--- config.mk ---
export PLATFORM = sky130hd
export DESIGN_NAME = three_phase_sine_pwm
export DESIGN_NICKNAME = d
export VERILOG_FILES = /design/src/sv/tspwm_pkg.sv /design/src/sv/three_phase_sine_pwm.sv /design/src/sv/tspwm_fifo.sv /design/src/sv/tspwm_front.sv /design/src/sv/tspwm_back.sv
export SDC_FILE = /design/constraint.sdc
export NUM_CORES = 2
export LEC_CHECK = 0
export BUFFER_PORTS_ARGS = -buffer_cell sky130_fd_sc_hd__buf_2
export CORE_MARGIN = 2
export CORE_UTILIZATION = 45
export CTS_BUF_LIST = sky130_fd_sc_hd__clkbuf_8
export DETAILED_ROUTE_END_ITERATION = 7
export MAX_ROUTING_LAYER = met4
export PLACE_DENSITY = 0.66
export SLEW_MARGIN = 20
export SYNTH_ARGS = -nofsm -noshare
export SYNTH_HDL_FRONTEND = slang
export SYNTH_SLANG_ARGS = --single-unit
--- constraint.sdc ---
create_clock -name clk -period 8.46 [get_ports clk]
set_clock_uncertainty 0.15 [all_clocks]
set_input_delay 1.269 -clock clk [delete_from_list [all_inputs] [get_ports clk]]
set_output_delay 1.269 -clock clk [all_outputs]
set_load 0.01 [all_outputs]
--- src/sv/tspwm_pkg.sv ---
`default_nettype none
package tspwm_pkg;

  localparam int ANGLE_W = 32;
  localparam int AMP_W = 7;
  localparam int DUTY_W = 16;
  localparam int GAIN_W = AMP_W + 3;
  localparam int LANES = 3;
  localparam int FIFO_DEPTH = 4;
  localparam int FRAC_W = 48;
  localparam int INV_W = 30;

  localparam logic [AMP_W-1:0] AMP_RESET = 7'd40;
  localparam logic [INV_W-1:0] INV_TWO_PI_Q32 = 30'd683565276;
  localparam logic [63:0] TWO_PI_Q30 = 64'd6746518852;
  localparam logic [63:0] Q30_ONE = 64'd1 << 30;

  typedef struct packed {
    logic [DUTY_W-1:0] duty_c;
    logic [DUTY_W-1:0] duty_b;
    logic [DUTY_W-1:0] duty_a;
  } duty_t;

endpackage
`default_nettype wire

--- src/sv/three_phase_sine_pwm.sv ---
// an accepted angle passes front stages f1 and f2, the index queue and back stages b1 to b5 to the output
// throughput: one angle per cycle while the output is not stalled, set by the pipelined index and duty stages
// a 4-entry index queue between the angle front end and the duty back end
// reset: synchronous active-high rst empties all stages and the queue
// reset: amplitude returns to 40, no clearing pass
`default_nettype none
module three_phase_sine_pwm
  import tspwm_pkg::*;
#(
  parameter int TABLE_SIZE = 256,
  parameter int SINE_SCALE = 16384,
  parameter int PWM_PERIOD = 1000
) (
  input  wire                  clk,
  input  wire                  rst,
  input  wire                  s_axis_tvalid,
  output logic                 s_axis_tready,
  input  wire  [ANGLE_W-1:0]   s_axis_tdata,  // angle
  output logic                 m_axis_tvalid,
  input  wire                  m_axis_tready,
  output logic [3*DUTY_W-1:0]  m_axis_tdata,  // duty_a, duty_b, duty_c
  input  wire                  cfg_wen,
  input  wire  [AMP_W-1:0]     cfg_wdata      // amplitude
);

  localparam int IDX_W = $clog2(TABLE_SIZE);

  logic [AMP_W-1:0] amplitude;
  logic fr_valid;
  logic fr_ready;
  logic [IDX_W-1:0] fr_idx;
  logic bk_valid;
  logic bk_ready;
  logic [IDX_W-1:0] bk_idx;
  duty_t duty;

  always_ff @(posedge clk) begin
    if (rst) begin
      amplitude <= AMP_RESET;
    end else if (cfg_wen) begin
      amplitude <= cfg_wdata;
    end
  end

  tspwm_front #(
    .TABLE_SIZE (TABLE_SIZE)
  ) u_front (
    .clk       (clk),
    .rst       (rst),
    .in_valid  (s_axis_tvalid),
    .in_ready  (s_axis_tready),
    .in_angle  (s_axis_tdata),
    .out_valid (fr_valid),
    .out_ready (fr_ready),
    .out_idx   (fr_idx)
  );

  tspwm_fifo #(
    .WIDTH (IDX_W),
    .DEPTH (FIFO_DEPTH)
  ) u_fifo (
    .clk       (clk),
    .rst       (rst),
    .in_valid  (fr_valid),
    .in_ready  (fr_ready),
    .in_data   (fr_idx),
    .out_valid (bk_valid),
    .out_ready (bk_ready),
    .out_data  (bk_idx)
  );

  tspwm_back #(
    .TABLE_SIZE (TABLE_SIZE),
    .SINE_SCALE (SINE_SCALE),
    .PWM_PERIOD (PWM_PERIOD)
  ) u_back (
    .clk       (clk),
    .rst       (rst),
    .amplitude (amplitude),
    .in_valid  (bk_valid),
    .in_ready  (bk_ready),
    .in_idx    (bk_idx),
    .out_valid (m_axis_tvalid),
    .out_ready (m_axis_tready),
    .out_duty  (duty)
  );

  assign m_axis_tdata = duty;

endmodule
`default_nettype wire

--- src/sv/tspwm_fifo.sv ---
`default_nettype none
module tspwm_fifo
  import tspwm_pkg::*;
#(
  parameter int WIDTH = 8,
  parameter int DEPTH = 4
) (
  input  wire              clk,
  input  wire              rst,
  input  wire              in_valid,
  output logic             in_ready,
  input  wire  [WIDTH-1:0] in_data,
  output logic             out_valid,
  input  wire              out_ready,
  output logic [WIDTH-1:0] out_data
);

  localparam int PTR_W = (DEPTH > 1) ? $clog2(DEPTH) : 1;
  localparam int CNT_W = $clog2(DEPTH + 1);

  logic [WIDTH-1:0] mem [DEPTH];
  logic [PTR_W-1:0] wr_ptr;
  logic [PTR_W-1:0] rd_ptr;
  logic [CNT_W-1:0] count;
  logic push;
  logic pop;

  assign in_ready = (count != CNT_W'(DEPTH));
  assign out_valid = (count != '0);
  assign out_data = mem[rd_ptr];
  assign push = in_valid && in_ready;
  assign pop = out_valid && out_ready;

  always_ff @(posedge clk) begin
    if (push) begin
      mem[wr_ptr] <= in_data;
    end
  end

  always_ff @(posedge clk) begin
    if (rst) begin
      wr_ptr <= '0;
      rd_ptr <= '0;
      count <= '0;
    end else begin
      if (push) begin
        wr_ptr <= (wr_ptr == PTR_W'(DEPTH - 1)) ? '0 : wr_ptr + 1'b1;
      end
      if (pop) begin
        rd_ptr <= (rd_ptr == PTR_W'(DEPTH - 1)) ? '0 : rd_ptr + 1'b1;
      end
      case ({push, pop})
        2'b10: count <= count + 1'b1;
        2'b01: count <= count - 1'b1;
        default: count <= count;
      endcase
    end
  end

endmodule
`default_nettype wire

--- src/sv/tspwm_front.sv ---
`default_nettype none
module tspwm_front
  import tspwm_pkg::*;
#(
  parameter int TABLE_SIZE = 256
) (
  input  wire                               clk,
  input  wire                               rst,
  input  wire                               in_valid,
  output logic                              in_ready,
  input  wire  [ANGLE_W-1:0]                in_angle,
  output logic                              out_valid,
  input  wire                               out_ready,
  output logic [$clog2(TABLE_SIZE)-1:0]     out_idx
);

  localparam int IDX_W = $clog2(TABLE_SIZE);
  localparam int TURN_W = ANGLE_W + INV_W;
  localparam int PROD_W = FRAC_W + IDX_W + 1;

  logic f1_valid;
  logic f1_neg;
  logic [ANGLE_W-1:0] f1_mag;
  logic f2_valid;
  logic f2_neg;
  logic [FRAC_W-1:0] f2_lo;

  logic adv1;
  logic adv2;
  logic [ANGLE_W-1:0] mag;
  logic [TURN_W-1:0] turns;
  logic [PROD_W-1:0] scaled;
  logic [IDX_W:0] rounded;
  logic [IDX_W-1:0] rem;

  assign adv2 = !f2_valid || out_ready;
  assign adv1 = !f1_valid || adv2;
  assign in_ready = adv1;

  // magnitude of the angle, the most negative value stays 2^31
  assign mag = in_angle[ANGLE_W-1] ? (~in_angle + 1'b1) : in_angle;
  assign turns = TURN_W'(f1_mag) * TURN_W'(INV_TWO_PI_Q32);

  // round to nearest index, remainder mod table size
  assign scaled = PROD_W'(f2_lo) * PROD_W'(TABLE_SIZE) + (PROD_W'(1) << (FRAC_W - 1));
  assign rounded = scaled[PROD_W-1:FRAC_W];
  assign rem = (rounded == (IDX_W + 1)'(TABLE_SIZE)) ? '0 : rounded[IDX_W-1:0];
  assign out_idx = (f2_neg && rem != '0) ? (IDX_W'(TABLE_SIZE) - rem) : rem;
  assign out_valid = f2_valid;

  always_ff @(posedge clk) begin
    if (rst) begin
      f1_valid <= 1'b0;
      f2_valid <= 1'b0;
    end else begin
      if (adv1) begin
        f1_valid <= in_valid;
      end
      if (adv2) begin
        f2_valid <= f1_valid;
      end
    end
  end

  always_ff @(posedge clk) begin
    if (adv1) begin
      f1_neg <= in_angle[ANGLE_W-1];
      f1_mag <= mag;
    end
    if (adv2) begin
      f2_neg <= f1_neg;
      f2_lo <= turns[FRAC_W-1:0];
    end
  end

endmodule
`default_nettype wire

--- src/sv/tspwm_back.sv ---
`default_nettype none
module tspwm_back
  import tspwm_pkg::*;
#(
  parameter int TABLE_SIZE = 256,
  parameter int SINE_SCALE = 16384,
  parameter int PWM_PERIOD = 1000
) (
  input  wire                           clk,
  input  wire                           rst,
  input  wire  [AMP_W-1:0]              amplitude,
  input  wire                           in_valid,
  output logic                          in_ready,
  input  wire  [$clog2(TABLE_SIZE)-1:0] in_idx,
  output logic                          out_valid,
  input  wire                           out_ready,
  output duty_t                         out_duty
);

  localparam int IDX_W = $clog2(TABLE_SIZE);
  localparam int RV_W = $clog2(SINE_SCALE + 1) + 1;
  localparam int NUM_W = RV_W + GAIN_W + 1;
  localparam int SH_K = NUM_W + $clog2(SINE_SCALE);
  localparam int RCP_W = NUM_W + 1;
  localparam int PRD_W = NUM_W + RCP_W;
  localparam int Q_W = PRD_W - SH_K;
  localparam int V_W = ((Q_W > DUTY_W) ? Q_W : DUTY_W) + 2;
  localparam longint unsigned RECIP =
    ((64'd1 << SH_K) + 64'(SINE_SCALE) - 64'd1) / 64'(SINE_SCALE);
  localparam int OFF_B = TABLE_SIZE / 3;
  localparam int OFF_C = (2 * TABLE_SIZE + 1) / 3;

  function automatic logic signed [RV_W-1:0] sine_entry(int i);
    logic [63:0] ph;
    logic [63:0] x;
    logic [63:0] x2;
    logic [63:0] t;
    logic [63:0] s;
    logic [63:0] mg;
    logic neg;
    ph = (64'(i) << 32) / 64'(TABLE_SIZE);
    neg = 1'b0;
    if (ph >= (64'd1 << 31)) begin
      neg = 1'b1;
      ph = ph - (64'd1 << 31);
    end
    if (ph > Q30_ONE) begin
      ph = (64'd1 << 31) - ph;
    end
    x = (ph * TWO_PI_Q30) >> 32;
    x2 = (x * x) >> 30;
    t = Q30_ONE;
    for (int k = 19; k >= 3; k -= 2) begin
      t = Q30_ONE - ((x2 * t) >> 30) / 64'(k * (k - 1));
    end
    s = (x * t) >> 30;
    mg = (s * 64'(SINE_SCALE) + (64'd1 << 29)) >> 30;
    return neg ? -RV_W'(mg) : RV_W'(mg);
  endfunction

  logic signed [RV_W-1:0] sine_rom [TABLE_SIZE];

  for (genvar i = 0; i < TABLE_SIZE; i++) begin : g_rom
    localparam logic signed [RV_W-1:0] ENTRY = sine_entry(i);
    assign sine_rom[i] = ENTRY;
  end

  logic b1_valid;
  logic b2_valid;
  logic b3_valid;
  logic b4_valid;
  logic b5_valid;
  logic [IDX_W-1:0] b1_idx [LANES];
  logic signed [RV_W-1:0] b2_rom [LANES];
  logic signed [NUM_W-1:0] b3_num [LANES];
  logic b4_neg [LANES];
  logic [PRD_W-1:0] b4_prd [LANES];
  duty_t duty;

  logic adv1;
  logic adv2;
  logic adv3;
  logic adv4;
  logic adv5;
  logic [IDX_W:0] sum_b;
  logic [IDX_W:0] sum_c;
  logic [IDX_W-1:0] idx_next [LANES];
  logic [GAIN_W-1:0] gain;
  logic signed [NUM_W-1:0] gain_ext;
  logic signed [NUM_W-1:0] num_next [LANES];
  logic [NUM_W-1:0] abs_num [LANES];
  logic [PRD_W-1:0] prd_next [LANES];
  logic signed [V_W-1:0] v [LANES];
  logic [DUTY_W-1:0] clamped [LANES];

  assign adv5 = !b5_valid || out_ready;
  assign adv4 = !b4_valid || adv5;
  assign adv3 = !b3_valid || adv4;
  assign adv2 = !b2_valid || adv3;
  assign adv1 = !b1_valid || adv2;
  assign in_ready = adv1;

  // phase offsets of one and two thirds of a turn
  assign sum_b = (IDX_W + 1)'(in_idx) + (IDX_W + 1)'(OFF_B);
  assign sum_c = (IDX_W + 1)'(in_idx) + (IDX_W + 1)'(OFF_C);
  assign idx_next[0] = in_idx;
  assign idx_next[1] = (sum_b >= (IDX_W + 1)'(TABLE_SIZE)) ?
                       IDX_W'(sum_b - (IDX_W + 1)'(TABLE_SIZE)) : IDX_W'(sum_b);
  assign idx_next[2] = (sum_c >= (IDX_W + 1)'(TABLE_SIZE)) ?
                       IDX_W'(sum_c - (IDX_W + 1)'(TABLE_SIZE)) : IDX_W'(sum_c);

  assign gain = GAIN_W'({amplitude, 2'b00}) + GAIN_W'(amplitude);
  assign gain_ext = signed'(NUM_W'(gain));

  always_comb begin
    for (int l = 0; l < LANES; l++) begin
      num_next[l] = NUM_W'(b2_rom[l]) * gain_ext + NUM_W'(SINE_SCALE / 2);
      abs_num[l] = b3_num[l][NUM_W-1] ? NUM_W'(-b3_num[l]) : NUM_W'(b3_num[l]);
      prd_next[l] = PRD_W'(abs_num[l]) * PRD_W'(RCP_W'(RECIP));
      // quotient rounds toward zero, then centered on half period
      v[l] = b4_neg[l] ? -V_W'(b4_prd[l][PRD_W-1:SH_K]) : V_W'(b4_prd[l][PRD_W-1:SH_K]);
      v[l] = v[l] + V_W'(PWM_PERIOD / 2);
      if (v[l] < 0) begin
        clamped[l] = '0;
      end else if (v[l] > V_W'(PWM_PERIOD)) begin
        clamped[l] = DUTY_W'(PWM_PERIOD);
      end else begin
        clamped[l] = DUTY_W'(v[l]);
      end
    end
  end

  always_ff @(posedge clk) begin
    if (rst) begin
      b1_valid <= 1'b0;
      b2_valid <= 1'b0;
      b3_valid <= 1'b0;
      b4_valid <= 1'b0;
      b5_valid <= 1'b0;
    end else begin
      if (adv1) begin
        b1_valid <= in_valid;
      end
      if (adv2) begin
        b2_valid <= b1_valid;
      end
      if (adv3) begin
        b3_valid <= b2_valid;
      end
      if (adv4) begin
        b4_valid <= b3_valid;
      end
      if (adv5) begin
        b5_valid <= b4_valid;
      end
    end
  end

  always_ff @(posedge clk) begin
    for (int l = 0; l < LANES; l++) begin
      if (adv1) begin
        b1_idx[l] <= idx_next[l];
      end
      if (adv2) begin
        b2_rom[l] <= sine_rom[b1_idx[l]];
      end
      if (adv3) begin
        b3_num[l] <= num_next[l];
      end
      if (adv4) begin
        b4_neg[l] <= b3_num[l][NUM_W-1];
        b4_prd[l] <= prd_next[l];
      end
    end
    if (adv5) begin
      duty.duty_a <= clamped[0];
      duty.duty_b <= clamped[1];
      duty.duty_c <= clamped[2];
    end
  end

  assign out_valid = b5_valid;
  assign out_duty = duty;

endmodule
`default_nettype wire

==> summary by stage <==
Run status
The run finished with clean final reports.

Min path
In this run the most critical hold path is launched from u_back.b3_valid. The kind of path behind the tightest hold check is reg -> reg. The worst hold endpoint is u_back.b4_valid. The worst hold path was traced through 2 stages.

Die
The effective utilization at floorplan is a little under half. In this run the standard cell core region covers 130000 µm². The y dimension of the die is 366 µm.

Row generation in the floorplan step produced ~130 rows. The die covers about 130000 µm². The horizontal die dimension is around 370 µm. The number of ports placed on the die boundary is between 90 and 100.

Global routing
The total overflow left after global routing is 0. The initial antenna violation count is 3. The via count of the first global-routing pass is 48501. The pin count of the biggest net entering global routing is between 90 and 100. The wire length of the first global-routing pass is around 270000 µm.

The total routing resource utilization after global routing is between 20% and 30%.

Synth
The compound-gate portion of the synthesized area is 15.3%. Of the post-synthesis cell area, the part taken by muxes is 1.49%. In this run the cell area of the synthesized design comes to 58800 µm². After Yosys synthesis, and, or, nand and nor cells account for around 14% of the synthesized area. The most used standard cell by instance count after synthesis is inv_1. The share of Yosys cell area claimed by the top area cell type is approximately a quarter.

A synthesized cell averages slightly below 9 µm². The synthesized instance count is 6689. The async set-reset flop share out of synthesis is 0%. The share of the synthesized netlist area taken by xor and xnor gates is between 3 and 4%. The most used flip-flop cell after synthesis is edfxtp_1.

Sequential cells were found to cover between 10% and 20% of the synthesized design area. The dominant combinational cell family by area after synthesis is adder cells. The post-synthesis adder-cell area fraction is 38.1%. The number of distinct library cells after synthesis is around 110. Synthesis inferred between 300 and 400 register bits. Ranked by instance count, the synthesized netlist is headed by 1196 x inv_1, 767 x fa_1, 608 x nand2_1. The count of warnings emitted by yosys is 0. The post-synthesis cell type with the largest combined area is fa_1. Yosys attributes the largest share of cell area to fa_1 26%, edfxtp_1 16%, ha_1 12%, inv_1 7.6%, nand2_1 3.9%. The number of flops mapped to enable cells by yosys is between 300 and 400.

Clocking
The clock-pin slew on the worst setup and hold paths is 60 ps. Buffers added to address setup during post-CTS repair amount to 0. CTS built an H-tree with a depth of 3. For this design, the sink count on the clock tree is 340. The cell sitting at the root of the clock tree is a clkbuf_8.

Gates resized during post-CTS repair numbered 0. The number of buffers inserted by hold repair at cts is 0. The clock passes through at most 3 buffers. Buffers inserted during clock tree synthesis total 66. The clock tree from TritonCTS is yes. At the later pin of the worst-skew pair, clock insertion delay measures between 700 and 800 ps.

Worst setup path
The element type at the critical path end is a register. The worst register-to-register path begins at amplitude[2]. The critical path start-end classification is reg -> reg.

The depth of the most critical reg-to-reg path is 27. Data on the critical path arrives at its endpoint at between 8000 and 9000 ps. The register-to-register setup slack is between 500 and 600 ps.

The data required time at the worst endpoint is about 9000 ps. STA classifies the critical path startpoint as a register. In this run the critical register-to-register path is captured at u_back.b3_num[0][25]. Along the worst path, the maximum fanout reaches 18.

Timing
Setup repair after global routing left no endpoint under its margin. Of the available clock period, the critical path in the final layout requires 92.9%. The count of final hold-check violations is 0. The shortest period the worst path allows is between 7000 and 8000 ps. The final-report max-slew violation count came to 0. At the pin with the least slew margin, the transition time is ~1100 ps. Based on the critical path, the design can be clocked at up to 0.127 GHz.

The sum of negative setup slack is 0 ps. The headroom to the max-slew limit is roughly 25%. Setup violations remaining at the end of the flow were counted as 0.

Detailed routing
The number of vias per cell after detailed routing is 5.73. The detailed-route wire length is between 150000 and 200000 µm. The antenna violation net count after detailed routing is 0. In this run, the number of DRC markers left after iteration 0 of detailed routing was between 4000 and 5000. The DRC violation count after routing is 0.

The average wire per standard cell is ~20 µm. The detailed-router iteration count before antenna repair is 8. The routed layout has 47810 vias.

Cells and area
Counting the fill cells in the layout gives 12416. In the final layout, the multi-input gates occupy ~43000 µm². The post-route netlist has about 5.5% of its cells at a drive strength greater than 1.

The layout overhead on the synthesized area is 5.65%. The sequential cells in the finished layout cover a total of about 10000 µm². The final layout contains just under 8000 nets.

Placed design
The congestion estimate from routability-driven global placement came to around 0.99. Summed over all nets, the half-perimeter wirelength after detailed placement is around 130000 µm. The number of buffers added on ports is between 90 and 100.

Job
The tool flagged a number of max-cap violations equal to 0.
-- routing by layer --
metal / share of wire [%] / routed length (µm) / global-route usage [%]
met1: 42 / 70700 / 33.6
met2: 46 / 77000 / 41.2
met3: 7.4 / 12400 / 4.27
met4: 4.4 / 7350 / 10.6
met5: 0 / 0 / -
-- flip-flops by register name, summed over array words and instances (netlist names), 2 cells and up, named ones only --
register,count
amplitude,7
u_back.b1_idx,23
u_back.b2_rom,48
u_back.b3_num,81
u_back.b4_neg,3
u_back.b4_prd,39
u_back.out_duty,48
u_fifo.count,3
u_fifo.mem,32
u_fifo.rd_ptr,2
u_fifo.wr_ptr,2
u_front.f1_mag,32
u_front.f2_lo,9
-- critical path, cell delays in order (launching register included) --
cell and delay (ps):
dfxtp_1 330, ha_1 220, fa_2 400, a21o_1 200
a21oi_1 280, nor2b_1 80, o21ai_0 460, xnor2_4 320
buf_4 300, and2_1 170, ha_1 270, inv_1 50
fa_1 470, inv_1 50, fa_1 440, fa_1 500
inv_1 50, fa_1 470, inv_1 40, ha_1 320
a21oi_1 260, nand2_1 70, o21ai_0 420, nand3b_1 190
and3_1 220, o31ai_1 440, a21oi_1 170, o311ai_0 320
-- layout make-up --
| cell class | instances | share of cell area [%] |
|---|---|---|
| clock buffer | 67 | 1.48 |
| antenna | 4 | 0.0161 |
| timing repair buffer | 173 | 1.82 |
| inverter | 1202 | 7.26 |
| tap | 1742 | 3.51 |
| clock inverter | 48 | 0.771 |
| sequential | 340 | 16.1 |
| multi-input combinational | 4766 | 69.1 |
-- placed cells by master, fill, tap and decap left out, types with 29 or more instances in the layout --
| cell | count |
|---|---|
| o22ai_1 | 37 |
| and3_1 | 30 |
| o21a_1 | 30 |
| o211ai_1 | 86 |
| a31oi_1 | 67 |
| fa_1 | 766 |
| nand3_1 | 78 |
| ha_1 | 562 |
| buf_4 | 75 |
| xor2_1 | 57 |
| and2_1 | 257 |
| or2_2 | 29 |
| nand2b_1 | 73 |
| a211oi_1 | 90 |
| buf_2 | 93 |
| o21ai_0 | 388 |
| a21oi_1 | 337 |
| edfxtp_1 | 317 |
| o31ai_1 | 47 |
| inv_1 | 1209 |
| xnor2_1 | 200 |
| nor2_1 | 344 |
| a21o_1 | 41 |
| clkbuf_8 | 67 |
| nor2b_1 | 57 |
| nor3_1 | 84 |
| nand2_1 | 606 |
-- per-stage QoR --
stage | instance area [µm²] | hold WS [ps] | utilization (%) | setup WS [ps] | std cells
floorplan | 58900 | 250 | - | 1390 | 6706
global placement | 60700 | 288 | 46.8 | 708 | 8223
detailed placement | 60700 | 297 | 46.8 | 616 | 8223
CTS | 62100 | 313 | 47.9 | 583 | 8338
global route | 62100 | 342 | 47.9 | 58.7 | 8341
finish | 62100 | 310 | 47.9 | 599 | 8342
-- logic make-up after synthesis --
group | count (synthesis)
other cells | 1
flops | 340
compound gates | 1397
xor+xnor | 262
mux | 55
fa+ha+maj | 1330
buf+inv | 1600
simple gates | 1704
-- how the worst max path moves through the flow --
stage	startpoint	to	slack [ps]	cells after the start
floorplan	amplitude[0]	u_back.b3_num[0][80]	1390	27
global placement	amplitude[2]	u_back.b3_num[0][26]	710	25
detailed placement	amplitude[2]	u_back.b3_num[0][25]	620	27
CTS	amplitude[2]	u_back.b3_num[0][25]	580	27
global route	amplitude[2]	u_back.b3_num[0][25]	60	27
finish	amplitude[2]	u_back.b3_num[0][25]	600	27
Power is not shown: default switching activity piles up to over one toggle a cycle in this logic, so the estimate is an artifact.
